==> src/ddvsw_pkg.sv <==
`default_nettype none
package ddvsw_pkg;

   localparam int WIPER_W = 9;
   localparam int INDEX_W = 5;
   localparam int TABLE_SIZE = 32;
   localparam int WORD_W = 32;

   localparam logic [7:0] MIN_REVISION = 8'hA2;
   localparam logic [7:0] RESET_REVISION = 8'd162;
   localparam logic [WORD_W-1:0] RIGHT_ADDR_BIT = 32'h0000_1000;

   // register indexes
   localparam logic REG_BOARD_REVISION = 1'b0;
   localparam logic REG_AMP_ENABLE = 1'b1;

   // looked-up wiper value handed to the serializer
   typedef struct packed {
      logic               valid;
      logic [WIPER_W-1:0] wiper;
   } stage_type;

   function automatic logic [WIPER_W-1:0] atten(input logic [INDEX_W-1:0] idx);
      logic [WIPER_W-1:0] w;
      case (idx)
         5'd0:  w = 9'd0;
         5'd1:  w = 9'd2;
         5'd2:  w = 9'd2;
         5'd3:  w = 9'd3;
         5'd4:  w = 9'd3;
         5'd5:  w = 9'd4;
         5'd6:  w = 9'd5;
         5'd7:  w = 9'd5;
         5'd8:  w = 9'd6;
         5'd9:  w = 9'd7;
         5'd10: w = 9'd9;
         5'd11: w = 9'd10;
         5'd12: w = 9'd12;
         5'd13: w = 9'd14;
         5'd14: w = 9'd17;
         5'd15: w = 9'd19;
         5'd16: w = 9'd23;
         5'd17: w = 9'd27;
         5'd18: w = 9'd31;
         5'd19: w = 9'd37;
         5'd20: w = 9'd43;
         5'd21: w = 9'd51;
         5'd22: w = 9'd60;
         5'd23: w = 9'd71;
         5'd24: w = 9'd83;
         5'd25: w = 9'd97;
         5'd26: w = 9'd114;
         5'd27: w = 9'd134;
         5'd28: w = 9'd158;
         5'd29: w = 9'd185;
         5'd30: w = 9'd218;
         default: w = 9'd256;
      endcase
      return w;
   endfunction

endpackage
`default_nettype wire

==> src/dual_digipot_volume_spi_writer.sv <==
// a word passes the map's stage, serializer word and output registers before
// its first bit shows; two frames of FRAME_BITS bits follow, one bit per cycle
//    unless rsp_ready stalls, and the next word is held in the map's stage meanwhile
// words on boards below revision 0xA2 are taken and give no bits
// reset clears all valid flags, board revision to 0xA2 and amp enable to 1
`default_nettype none
module dual_digipot_volume_spi_writer #(
   parameter int TABLE_ENTRIES = 32,
   parameter int FRAME_BITS = 16
) (
   input  wire logic        clock,
   input  wire logic        reset,
   input  wire logic        req_valid,
   output logic             req_ready,
   input  wire logic [7:0]  req_volume,
   output logic             rsp_valid,
   input  wire logic        rsp_ready,
   output logic             rsp_data_bit,
   output logic             rsp_channel,
   output logic [3:0]       rsp_bit_position,
   output logic             rsp_frame_end,
   output logic             rsp_last,
   output logic             rsp_amp_on,
   input  wire logic        csr_wen,
   input  wire logic        csr_index,
   input  wire logic [7:0]  csr_wdata
);

   logic [7:0]              rev_ff;
   logic                    amp_ff;
   logic                    take;
   ddvsw_pkg::stage_type    stage;

   always_ff @(posedge clock) begin
      if (reset) begin
         rev_ff <= ddvsw_pkg::RESET_REVISION;
         amp_ff <= 1'b1;
      end else if (csr_wen) begin
         case (csr_index)
            ddvsw_pkg::REG_BOARD_REVISION: rev_ff <= csr_wdata;
            ddvsw_pkg::REG_AMP_ENABLE:     amp_ff <= csr_wdata[0];
            default: ;
         endcase
      end
   end

   ddvsw_map #(
      .TABLE_ENTRIES(TABLE_ENTRIES)
   ) u_map (
      .clock          (clock),
      .reset          (reset),
      .req_valid      (req_valid),
      .req_ready      (req_ready),
      .req_volume     (req_volume),
      .board_revision (rev_ff),
      .take           (take),
      .stage          (stage)
   );

   ddvsw_ser #(
      .FRAME_BITS(FRAME_BITS)
   ) u_ser (
      .clock            (clock),
      .reset            (reset),
      .stage            (stage),
      .take             (take),
      .amp_enable       (amp_ff),
      .rsp_valid        (rsp_valid),
      .rsp_ready        (rsp_ready),
      .rsp_data_bit     (rsp_data_bit),
      .rsp_channel      (rsp_channel),
      .rsp_bit_position (rsp_bit_position),
      .rsp_frame_end    (rsp_frame_end),
      .rsp_last         (rsp_last),
      .rsp_amp_on       (rsp_amp_on)
   );

endmodule
`default_nettype wire

==> src/ddvsw_map.sv <==
`default_nettype none
module ddvsw_map #(
   parameter int TABLE_ENTRIES = 32
) (
   input  wire logic                  clock,
   input  wire logic                  reset,
   input  wire logic                  req_valid,
   output logic                       req_ready,
   input  wire logic [7:0]            req_volume,
   input  wire logic [7:0]            board_revision,
   input  wire logic                  take,
   output ddvsw_pkg::stage_type       stage
);

   logic                              valid_ff, valid_in;
   logic [ddvsw_pkg::WIPER_W-1:0]     wiper_ff;
   logic [15:0]                       prod;
   logic [7:0]                        idx_full;
   logic [ddvsw_pkg::INDEX_W-1:0]     idx;

   assign req_ready = !valid_ff || take;

   // scaled table index, saturated at the last entry
   assign prod = 16'(req_volume) * 16'(TABLE_ENTRIES);
   assign idx_full = prod[15:8];
   assign idx = (idx_full >= 8'(ddvsw_pkg::TABLE_SIZE)) ?
                ddvsw_pkg::INDEX_W'(ddvsw_pkg::TABLE_SIZE - 1) :
                idx_full[ddvsw_pkg::INDEX_W-1:0];

   // old boards swallow the word without any frame
   assign valid_in = req_valid && (board_revision >= ddvsw_pkg::MIN_REVISION);

   always_ff @(posedge clock) begin
      if (reset) begin
         valid_ff <= 1'b0;
      end else if (req_ready) begin
         valid_ff <= valid_in;
      end
   end

   always_ff @(posedge clock) begin
      if (req_valid && req_ready) begin
         wiper_ff <= ddvsw_pkg::atten(idx);
      end
   end

   assign stage.valid = valid_ff;
   assign stage.wiper = wiper_ff;

endmodule
`default_nettype wire

==> src/ddvsw_ser.sv <==
`default_nettype none
module ddvsw_ser #(
   parameter int FRAME_BITS = 16
) (
   input  wire logic                  clock,
   input  wire logic                  reset,
   input  wire ddvsw_pkg::stage_type  stage,
   output logic                       take,
   input  wire logic                  amp_enable,
   output logic                       rsp_valid,
   input  wire logic                  rsp_ready,
   output logic                       rsp_data_bit,
   output logic                       rsp_channel,
   output logic [3:0]                 rsp_bit_position,
   output logic                       rsp_frame_end,
   output logic                       rsp_last,
   output logic                       rsp_amp_on
);

   localparam int PW = $clog2(FRAME_BITS);
   localparam logic [PW-1:0] LAST_POS = PW'(FRAME_BITS - 1);

   logic                              active_ff, active_in;
   logic                              ch_ff, ch_in;
   logic [PW-1:0]                     pos_ff, pos_in;
   logic [ddvsw_pkg::WIPER_W-1:0]     word_ff, word_in;
   logic                              advance, is_last;
   logic [ddvsw_pkg::WORD_W-1:0]      frame32;
   logic [FRAME_BITS-1:0]             frame;
   logic [4:0]                        pos_wide;

   logic                              valid_ff;
   logic                              data_ff, chan_ff, fend_ff, last_ff, amp_ff;
   logic [3:0]                        bpos_ff;

   assign advance = !valid_ff || rsp_ready;
   assign is_last = ch_ff && (pos_ff == '0);
   // next word loads as the final bit of the current one moves out
   assign take = stage.valid && (!active_ff || (advance && is_last));

   assign frame32 = ddvsw_pkg::WORD_W'(word_ff) |
                    (ch_ff ? ddvsw_pkg::RIGHT_ADDR_BIT : '0);
   assign frame = frame32[FRAME_BITS-1:0];
   assign pos_wide = 5'(pos_ff);

   always_comb begin
      active_in = active_ff;
      ch_in = ch_ff;
      pos_in = pos_ff;
      word_in = word_ff;
      if (advance && active_ff) begin
         if (pos_ff == '0) begin
            if (ch_ff) begin
               active_in = 1'b0;
            end else begin
               ch_in = 1'b1;
               pos_in = LAST_POS;
            end
         end else begin
            pos_in = pos_ff - PW'(1);
         end
      end
      if (take) begin
         active_in = 1'b1;
         ch_in = 1'b0;
         pos_in = LAST_POS;
         word_in = stage.wiper;
      end
   end

   always_ff @(posedge clock) begin
      if (reset) begin
         active_ff <= 1'b0;
         valid_ff <= 1'b0;
      end else begin
         active_ff <= active_in;
         if (advance) begin
            valid_ff <= active_ff;
         end
      end
   end

   always_ff @(posedge clock) begin
      ch_ff <= ch_in;
      pos_ff <= pos_in;
      word_ff <= word_in;
      if (advance) begin
         data_ff <= frame[pos_ff];
         chan_ff <= ch_ff;
         bpos_ff <= pos_wide[3:0];
         fend_ff <= (pos_ff == '0);
         last_ff <= is_last;
         amp_ff <= amp_enable;
      end
   end

   assign rsp_valid = valid_ff;
   assign rsp_data_bit = data_ff;
   assign rsp_channel = chan_ff;
   assign rsp_bit_position = bpos_ff;
   assign rsp_frame_end = fend_ff;
   assign rsp_last = last_ff;
   assign rsp_amp_on = amp_ff;

endmodule
`default_nettype wire

==> config.mk <==
export PLATFORM = sky130hd
export DESIGN_NAME = dual_digipot_volume_spi_writer
export DESIGN_NICKNAME = d
export VERILOG_FILES = /design/src/ddvsw_pkg.sv /design/src/dual_digipot_volume_spi_writer.sv /design/src/ddvsw_map.sv /design/src/ddvsw_ser.sv
export SDC_FILE = /design/constraint.sdc
export NUM_CORES = 1
export LEC_CHECK = 0
export ABC_AREA = 1
export BUFFER_PORTS_ARGS = -buffer_cell sky130_fd_sc_hd__buf_2
export CORE_UTILIZATION = 56
export DETAILED_ROUTE_END_ITERATION = 10
export PLACE_DENSITY = 0.78
export SYNTH_ARGS = -nofsm -noshare
export SYNTH_HDL_FRONTEND = slang
export SYNTH_HIERARCHICAL = 1
export SYNTH_SLANG_ARGS = --single-unit
==> constraint.sdc <==
create_clock -name clock -period 2.9 [get_ports clock]
set_input_delay 0.58 -clock clock [delete_from_list [all_inputs] [get_ports clock]]
set_output_delay 0.58 -clock clock [all_outputs]
set_load 0.005 [all_outputs]
==> summary.md, run 1 <==
| Metric | Value |
|---|---|
| Hold Slack | 0.415 ns |
| Hold crit path type | reg -> reg |
| Final setup vio count | 0 |
| Clock sinks | 43 |
| Kind of end point of the critical path | output pin |
| Diode count | 0 |
| Crit start category | flip-flop |
| Clk slew on worst S/H paths | around 0.08 ns |
| First-pass GRT wire length | approximately 6100 um |
| Post_cts resized | 0 |
| GP Congestion | 0.930 |
| Fmax | about 400 MHz |
| Root cell of the clock tree | clkbuf_8 |
| Setup ws final | around 0.38 ns |
| Clock latency on the worst-skew pair | about 0.29 ns |
| Avg Cell Area, Syn | 8.77 sq um |
| Area grow syn2layout | 11.8% |
| Worst-margin pin slew | around 0.36 ns |
| Clk buf depth | 2 |
| Total core area | roughly 3700 sq um |
| GRT overflow | 0 |
| Synth warn | 6 |
| Post-Route Setup TNS | 0 ns |
| Die extent in x | 65.0 um |
| Total track usage | 0.188 |
| Htree depth | 2 |
| Status | completed |
| Drt drc | 0 |
| Max_slew headroom | 0.762 |
| Leak Pwr | about 1.2 nW |
| Vias in the first global route | ~1.5k |
| PwrDens | 598 nW/um^2 |
| Worst clock skew | ~0.010 ns |
| Maximum vdd drop | slightly above 300 uV |
| I/O Buffers | 29 |
| Multi-input gate area | a little under 900 sq um |
| DR pass1 iterations | 4 |
| Detailed-route via count | ~1.7k |
| Post-Place Setup Slack | 0.683 ns |
| Fin crit period | 2.52 ns |
| Post-DP HPWL | around 2600 um |
| Routed WL per cell | 10.2 um |
| Starting DRT DRC Count | 93 |
| Hold buffers post-CTS | 0 |
| Drt via density | approximately 5 |
| TritonCTS clock tree | built |
| Crit path arrival time | just under 2 ns |
| Layout cell share with drive strength beyond 1 | 0.206 |
| Post-layout util | 0.663 |
| Initial Utilization | 0.593 |
| Row Count | 22 |
| Syn nets | around 290 |
| Final wirelength | around 3400 um |
| Crit Path Class | reg -> out |
| Max Cap Violations | 0 |
| Register Area | approximately 1100 sq um |
| Die footprint | approximately 4200 sq um |
| Max Transition Viols Final | 0 |
| Synthesized area | between 2000 and 2500 sq um |
| Critical path required time | approximately 2.3 ns |
| CP Max Fanout | 11 |
| Post-Place Cells | roughly 330 |
| I/O Pins | 33 |
| RSZ-0062 raised after global routing | false |
| Total CTS buffers | 5 |
| Initial antenna violation count | 0 |
| Fillers | ~330 |
| Cells after Synth | 253 |
| Hold Vio Cnt, Final | 0 |
| Largest net degree at the start of global routing | 21 |
| Chip height | between 60 and 70 um |
| Final nets | 320 |
| Post-CTS setup buffers | 0 |
| Post-Layout Cell Count | 335 |
| Antenna Nets Post-Route | 0 |
| Final worst path period share | 0.871 |
[stage by stage]
step                total power [W]  cell area [sq um]
finish                      0.00148               2480
global route                0.00159               2480
CTS                         0.00150               2480
detailed placement          0.00113               2390
global placement            0.00112               2390
floorplan                   0.00105               2220
[worst paths after layout]
path	startpoint	slack, ns	to	cells after the start
min reg2reg	u_map/wiper_ff[1]$_DFFE_PP_	0.42	u_ser/word_ff[1]$_DFFE_PP_	0
max	u_ser/pos_ff[0]$_SDFFE_PP1P_	0.38	req_ready	9
max reg2reg	u_ser/pos_ff[0]$_SDFFE_PP1P_	0.88	u_map/wiper_ff[6]$_SDFFCE_PN0P_	9
min	u_map/wiper_ff[1]$_DFFE_PP_	0.42	u_ser/word_ff[1]$_DFFE_PP_	0
[power by group]
part | switching [W] | internal, W
Combinational | 0.000176 | 0.000125
Clock | 0.000198 | 0.000168
Sequential | 0.0000646 | 0.000753
[state kept, by name, indices dropped and copies added (netlist names), 4 cells and up]
signal / flops
u_map/wiper_ff: 9
u_ser/word_ff: 9
rev_ff: 7
u_ser/pos_ff: 4
u_ser/rsp_bit_position: 4
[layer usage]
| metal | global-route usage | part of all wire |
|---|---|---|
| met2 | 0.323 | 0.51 |
| met3 | 0.0528 | 0.030 |
| met1 | 0.224 | 0.45 |
| met4 | 0.0639 | 0.0050 |
| met5 | 0 | 0 |
[layout by cell type (no fill, tap or decap)]
master and count:
nor2_4 1, o21ai_2 2, o22ai_1 1, o211ai_1 1, nand3_4 1, edfxtp_1 27
o21ai_1 1, or2_4 1, buf_4 2, nand2_2 1, nand3_1 30, a21boi_0 1
clkinv_1 1, inv_1 34, nand2_4 2, clkinv_2 2, a21oi_1 10, clkinvlp_4 1
inv_2 7, o21ai_0 8, nor2_2 2, o21a_1 2, ha_1 12, nand2_1 59
or2_1 1, clkbuf_8 5, buf_2 29, nand4_1 3, xor2_1 1, inv_4 1
or2_2 1, a21oi_4 1, dfxtp_1 16, nor2_1 20
[final cells by class]
type,instances,area share
clock inverter,3,0.00756
timing repair buffer,31,0.0645
tap,48,0.0242
sequential,43,0.456
clock buffer,5,0.0277
multi-input combinational,162,0.355
inverter,43,0.0655
[critical path, cell delays in order (launching register included)]
cell      delay [ns]
dfxtp_1         0.46
inv_2           0.13
ha_1            0.30
nand4_1         0.14
nand2_2         0.08
nand2_4         0.09
clkinv_2        0.16
inv_1           0.11
nand2_1         0.06
buf_2           0.13
Power figures use the tool's default switching activity.
==> inputs of run 2 (changes only) <==
--- a/config.mk
+++ b/config.mk
@@ -7,10 +7,10 @@
 export LEC_CHECK = 0
 export ABC_AREA = 1
 export BUFFER_PORTS_ARGS = -buffer_cell sky130_fd_sc_hd__buf_2
-export CORE_UTILIZATION = 56
+export CORE_UTILIZATION = 60
 export DETAILED_ROUTE_END_ITERATION = 10
-export PLACE_DENSITY = 0.78
+export PLACE_DENSITY = 0.84
+export SLEW_MARGIN = 20
 export SYNTH_ARGS = -nofsm -noshare
 export SYNTH_HDL_FRONTEND = slang
-export SYNTH_HIERARCHICAL = 1
 export SYNTH_SLANG_ARGS = --single-unit
==> constraint.sdc (replaced) <==
create_clock -name clock -period 3.1 [get_ports clock]
set_input_delay 0.62 -clock clock [delete_from_list [all_inputs] [get_ports clock]]
set_output_delay 0.62 -clock clock [all_outputs]
set_load 0.005 [all_outputs]
==> run 2 against run 1 <==
Against the previous run:
- global-route usage is 2.6 points higher
- clock skew hardly changed
- sequential cell count stayed put
- largest cell class unchanged
==> summary.md, run 2 <==
| Metric | Value |
|---|---|
| Detailed-route via count | 1643 (-1.9%) |
| Fin crit period | about 2.3 ns |
| RR Endpoint | u_ser.word_ff[0]$_DFFE_PP_ |
| Final worst path period share | 0.734 |
| Crit path arrival time | 1.65 ns (-0.29 ns) |
| Clock sinks | 43 (unchanged) |
| Worst clock skew | 0.0102 ns (-0.000287 ns) |
| Cells after Synth | 240 (-5.1%) |
| Area grow syn2layout | 12.4% |
| Starting DRT DRC Count | 128 (+38%) |
| Routed WL per cell | 11.1 um (+8.5%) |
| #FFs+latches synth | 43 |
| Synth cell count leaders | nand2_1, inv_1, nand3_1 |
| TritonCTS clock tree | built |
| Final nets | 307 (-4.1%) |
| DR pass1 iterations | 4 (unchanged) |
| FFs w/ async S/R, synth | 0 |
| R2R Setup Slk | 1.27 ns (+0.39 ns) |
| CP Max Fanout | 6 (-5) |
| Drt via density | 5.13 (+2.7%) |
| I/O Pins | 33 (unchanged) |
| CP Capture Point | req_ready |
| Row Count | 21 (-4.5%) |
| GRT overflow | 0 (unchanged) |
| Synth area leader | edfxtp_1 |
| EDFF count, synth | 27 |
| Clk slew on worst S/H paths | 0.12 ns (+0.04 ns) |
| Hold Slack | 0.424 ns (+0.00906 ns) |
| Crit Path Class | reg -> out |
| Total CTS buffers | 5 (unchanged) |
| Die footprint | 3800 sq um (-9.9%) |
| Post-Route Setup TNS | 0 ns (unchanged) |
| Largest regs | u_map.wiper_ff (9), u_ser.word_ff (9), rev_ff (7) |
| Hold crit path type | reg -> reg |
| Top-count cell post-synth | nand2_1 |
| GR met1 Demand/Resource | 0.240 (+0.0153) |
| Total core area | 3360 sq um (-10%) |
| Largest net degree at the start of global routing | 19 (-9.5%) |
| Post-DP HPWL | 2620 um (+0.20%) |
| Commonest cells after routing, fill and taps aside | nand2_1, inv_1, nand3_1 |
| Synth warn | 0 (-6) |
| Distinct cells, synth | 27 |
| Worst Reg-to-Reg Cells | 6 (-3) |
| Crit start category | flip-flop |
| Diode count | 0 (unchanged) |
| Final setup vio count | 0 (unchanged) |
| Hold buffers post-CTS | 0 (unchanged) |
| Leading cell type in the layout, fill and taps excluded | nand2_1 |
| Post-CTS setup buffers | 0 (unchanged) |
| Chip height | 61.7 um (-5.1%) |
| Max_slew headroom | 0.698 (-0.0643) |
| Total track usage | 0.214 (+0.0259) |
| Drt drc | 0 (unchanged) |
| Top post-synthesis cells by area | edfxtp_1, dfxtp_1, nand2_1 |
| Layout cell share with drive strength beyond 1 | 0.175 (-0.0304) |
| Grt met2 use | 0.370 (+0.0473) |
| Post_cts resized | 0 (unchanged) |
| Crit. Startpoint | u_ser.pos_ff[1]$_SDFFE_PP1P_ |
| Met3 Usage GRT | 0.0588 (+0.00601) |
| Clock latency on the worst-skew pair | 0.35 ns (+0.06 ns) |
| Maximum vdd drop | 370 uV (+22%) |
| GP Congestion | 0.892 (-4.0%) |
| Main flop type after synthesis | edfxtp_1 |
| Die extent in x | 61.7 um (-5.1%) |
| Fillers | 290 (-12%) |
| Gr busiest metal | met2 |
| Max Transition Viols Final | 0 (unchanged) |
| Max Cap Violations | 0 (unchanged) |
| Clk buf depth | 2 (unchanged) |
| Kind of end point of the critical path | output pin |
| Synth top area share | 0.380 |
| PwrDens | 578 nW/um^2 (-3.2%) |
| First-pass GRT wire length | 5830 um (-4.1%) |
| Leak Pwr | 1.18 nW (-1.8%) |
| Final wirelength | 3540 um (+3.7%) |
| Critical path required time | 2.48 ns (+0.16 ns) |
| Avg Cell Area, Syn | 8.90 sq um (+1.4%) |
| Initial Utilization | 0.635 (+0.0421) |
| Sequential cell area fraction in the yosys report | 0.530 |
| Hold Vio Cnt, Final | 0 (unchanged) |
| Syn nets | 274 (-4.5%) |
| Vias in the first global route | 1418 (-3.9%) |
| Status | completed |
| RSZ-0062 raised after global routing | false |
| Initial antenna violation count | 0 (unchanged) |
| Htree depth | 2 (unchanged) |
| Fmax | between 400 and 500 MHz |
| Worst-margin pin slew | 0.452 ns (+0.0959 ns) |
| Antenna Nets Post-Route | 0 (unchanged) |
| Root cell of the clock tree | clkbuf_4 |
| Synthesized area | 2140 sq um (-3.8%) |
| I/O Buffers | 29 (unchanged) |
| FF-to-FF Start | u_ser.pos_ff[1]$_SDFFE_PP1P_ |
==> run 2: layout make-up <==
class	instances	area, sq um	area share
inverter	40	150	0.0626
clock buffer	8	91.3	0.0381
multi-input combinational	154	825	0.344
tap	46	57.6	0.0240
timing repair buffer	29	145	0.0605
sequential	43	1130	0.471
==> run 2: how the worst min path moves through the flow <==
| stage | start | end | cells after the start |
|---|---|---|---|
| 6_report | u_map.wiper_ff[8]$_SDFFCE_PN0P_ | u_ser.word_ff[8]$_DFFE_PP_ | 0 |
| 5_1_grt | reset | u_map.valid_ff$_SDFFE_PP0P_ | 2 |
| 4_1_cts | u_map.wiper_ff[8]$_SDFFCE_PN0P_ | u_ser.word_ff[8]$_DFFE_PP_ | 0 |
| 3_5_place_dp | u_map.wiper_ff[8]$_SDFFCE_PN0P_ | u_ser.word_ff[8]$_DFFE_PP_ | 0 |
| 3_3_place_gp | u_map.wiper_ff[2]$_DFFE_PP_ | u_ser.word_ff[2]$_DFFE_PP_ | 0 |
| 2_1_floorplan | u_map.wiper_ff[0]$_DFFE_PP_ | u_ser.word_ff[0]$_DFFE_PP_ | 0 |
==> run 2: kinds of logic after synthesis <==
family | count (synthesis) | share of synthesized area
flip-flops | 43 | 0.530
AO/OA/AOI/OAI | 31 | 0.0873
adder cells (fa/ha/maj) | 12 | 0.0703
buffers and inverters | 43 | 0.0844
AND/OR/NAND/NOR | 111 | 0.228
==> run 2: through the flow <==
stage	total power (W)	instance area (sq um)	instances	utilization	worst slack (ns)
2_1_floorplan	0.000952	2140	240	-	1.26
3_3_place_gp	0.00102	2310	312	0.686	0.931
3_5_place_dp	0.00103	2310	312	0.686	0.876
4_1_cts	0.00140	2400	320	0.714	0.818
5_1_grt	0.00147	2400	320	0.714	0.697
6_report	0.00139	2400	320	0.714	0.825
==> run 2: worst max-delay path, cell delays in order, from the launching register on <==
cell and delay [ns]:
dfxtp_1 0.47, inv_1 0.17, ha_1 0.26, nand4_1 0.12, nand3_1 0.12, buf_2 0.15
==> run 2: per-layer routing <==
metal	vias up	wire, um
li1	852	-
met1	730	1450
met2	51	1860
met3	10	148
met4	0	82
met5	-	0
==> run 2: power by group <==
part	leakage [nW]	internal (W)	switching [W]
registers	0.403	0.000697	0.0000607
logic	0.725	0.000108	0.000161
clock network	0.0488	0.000187	0.000174
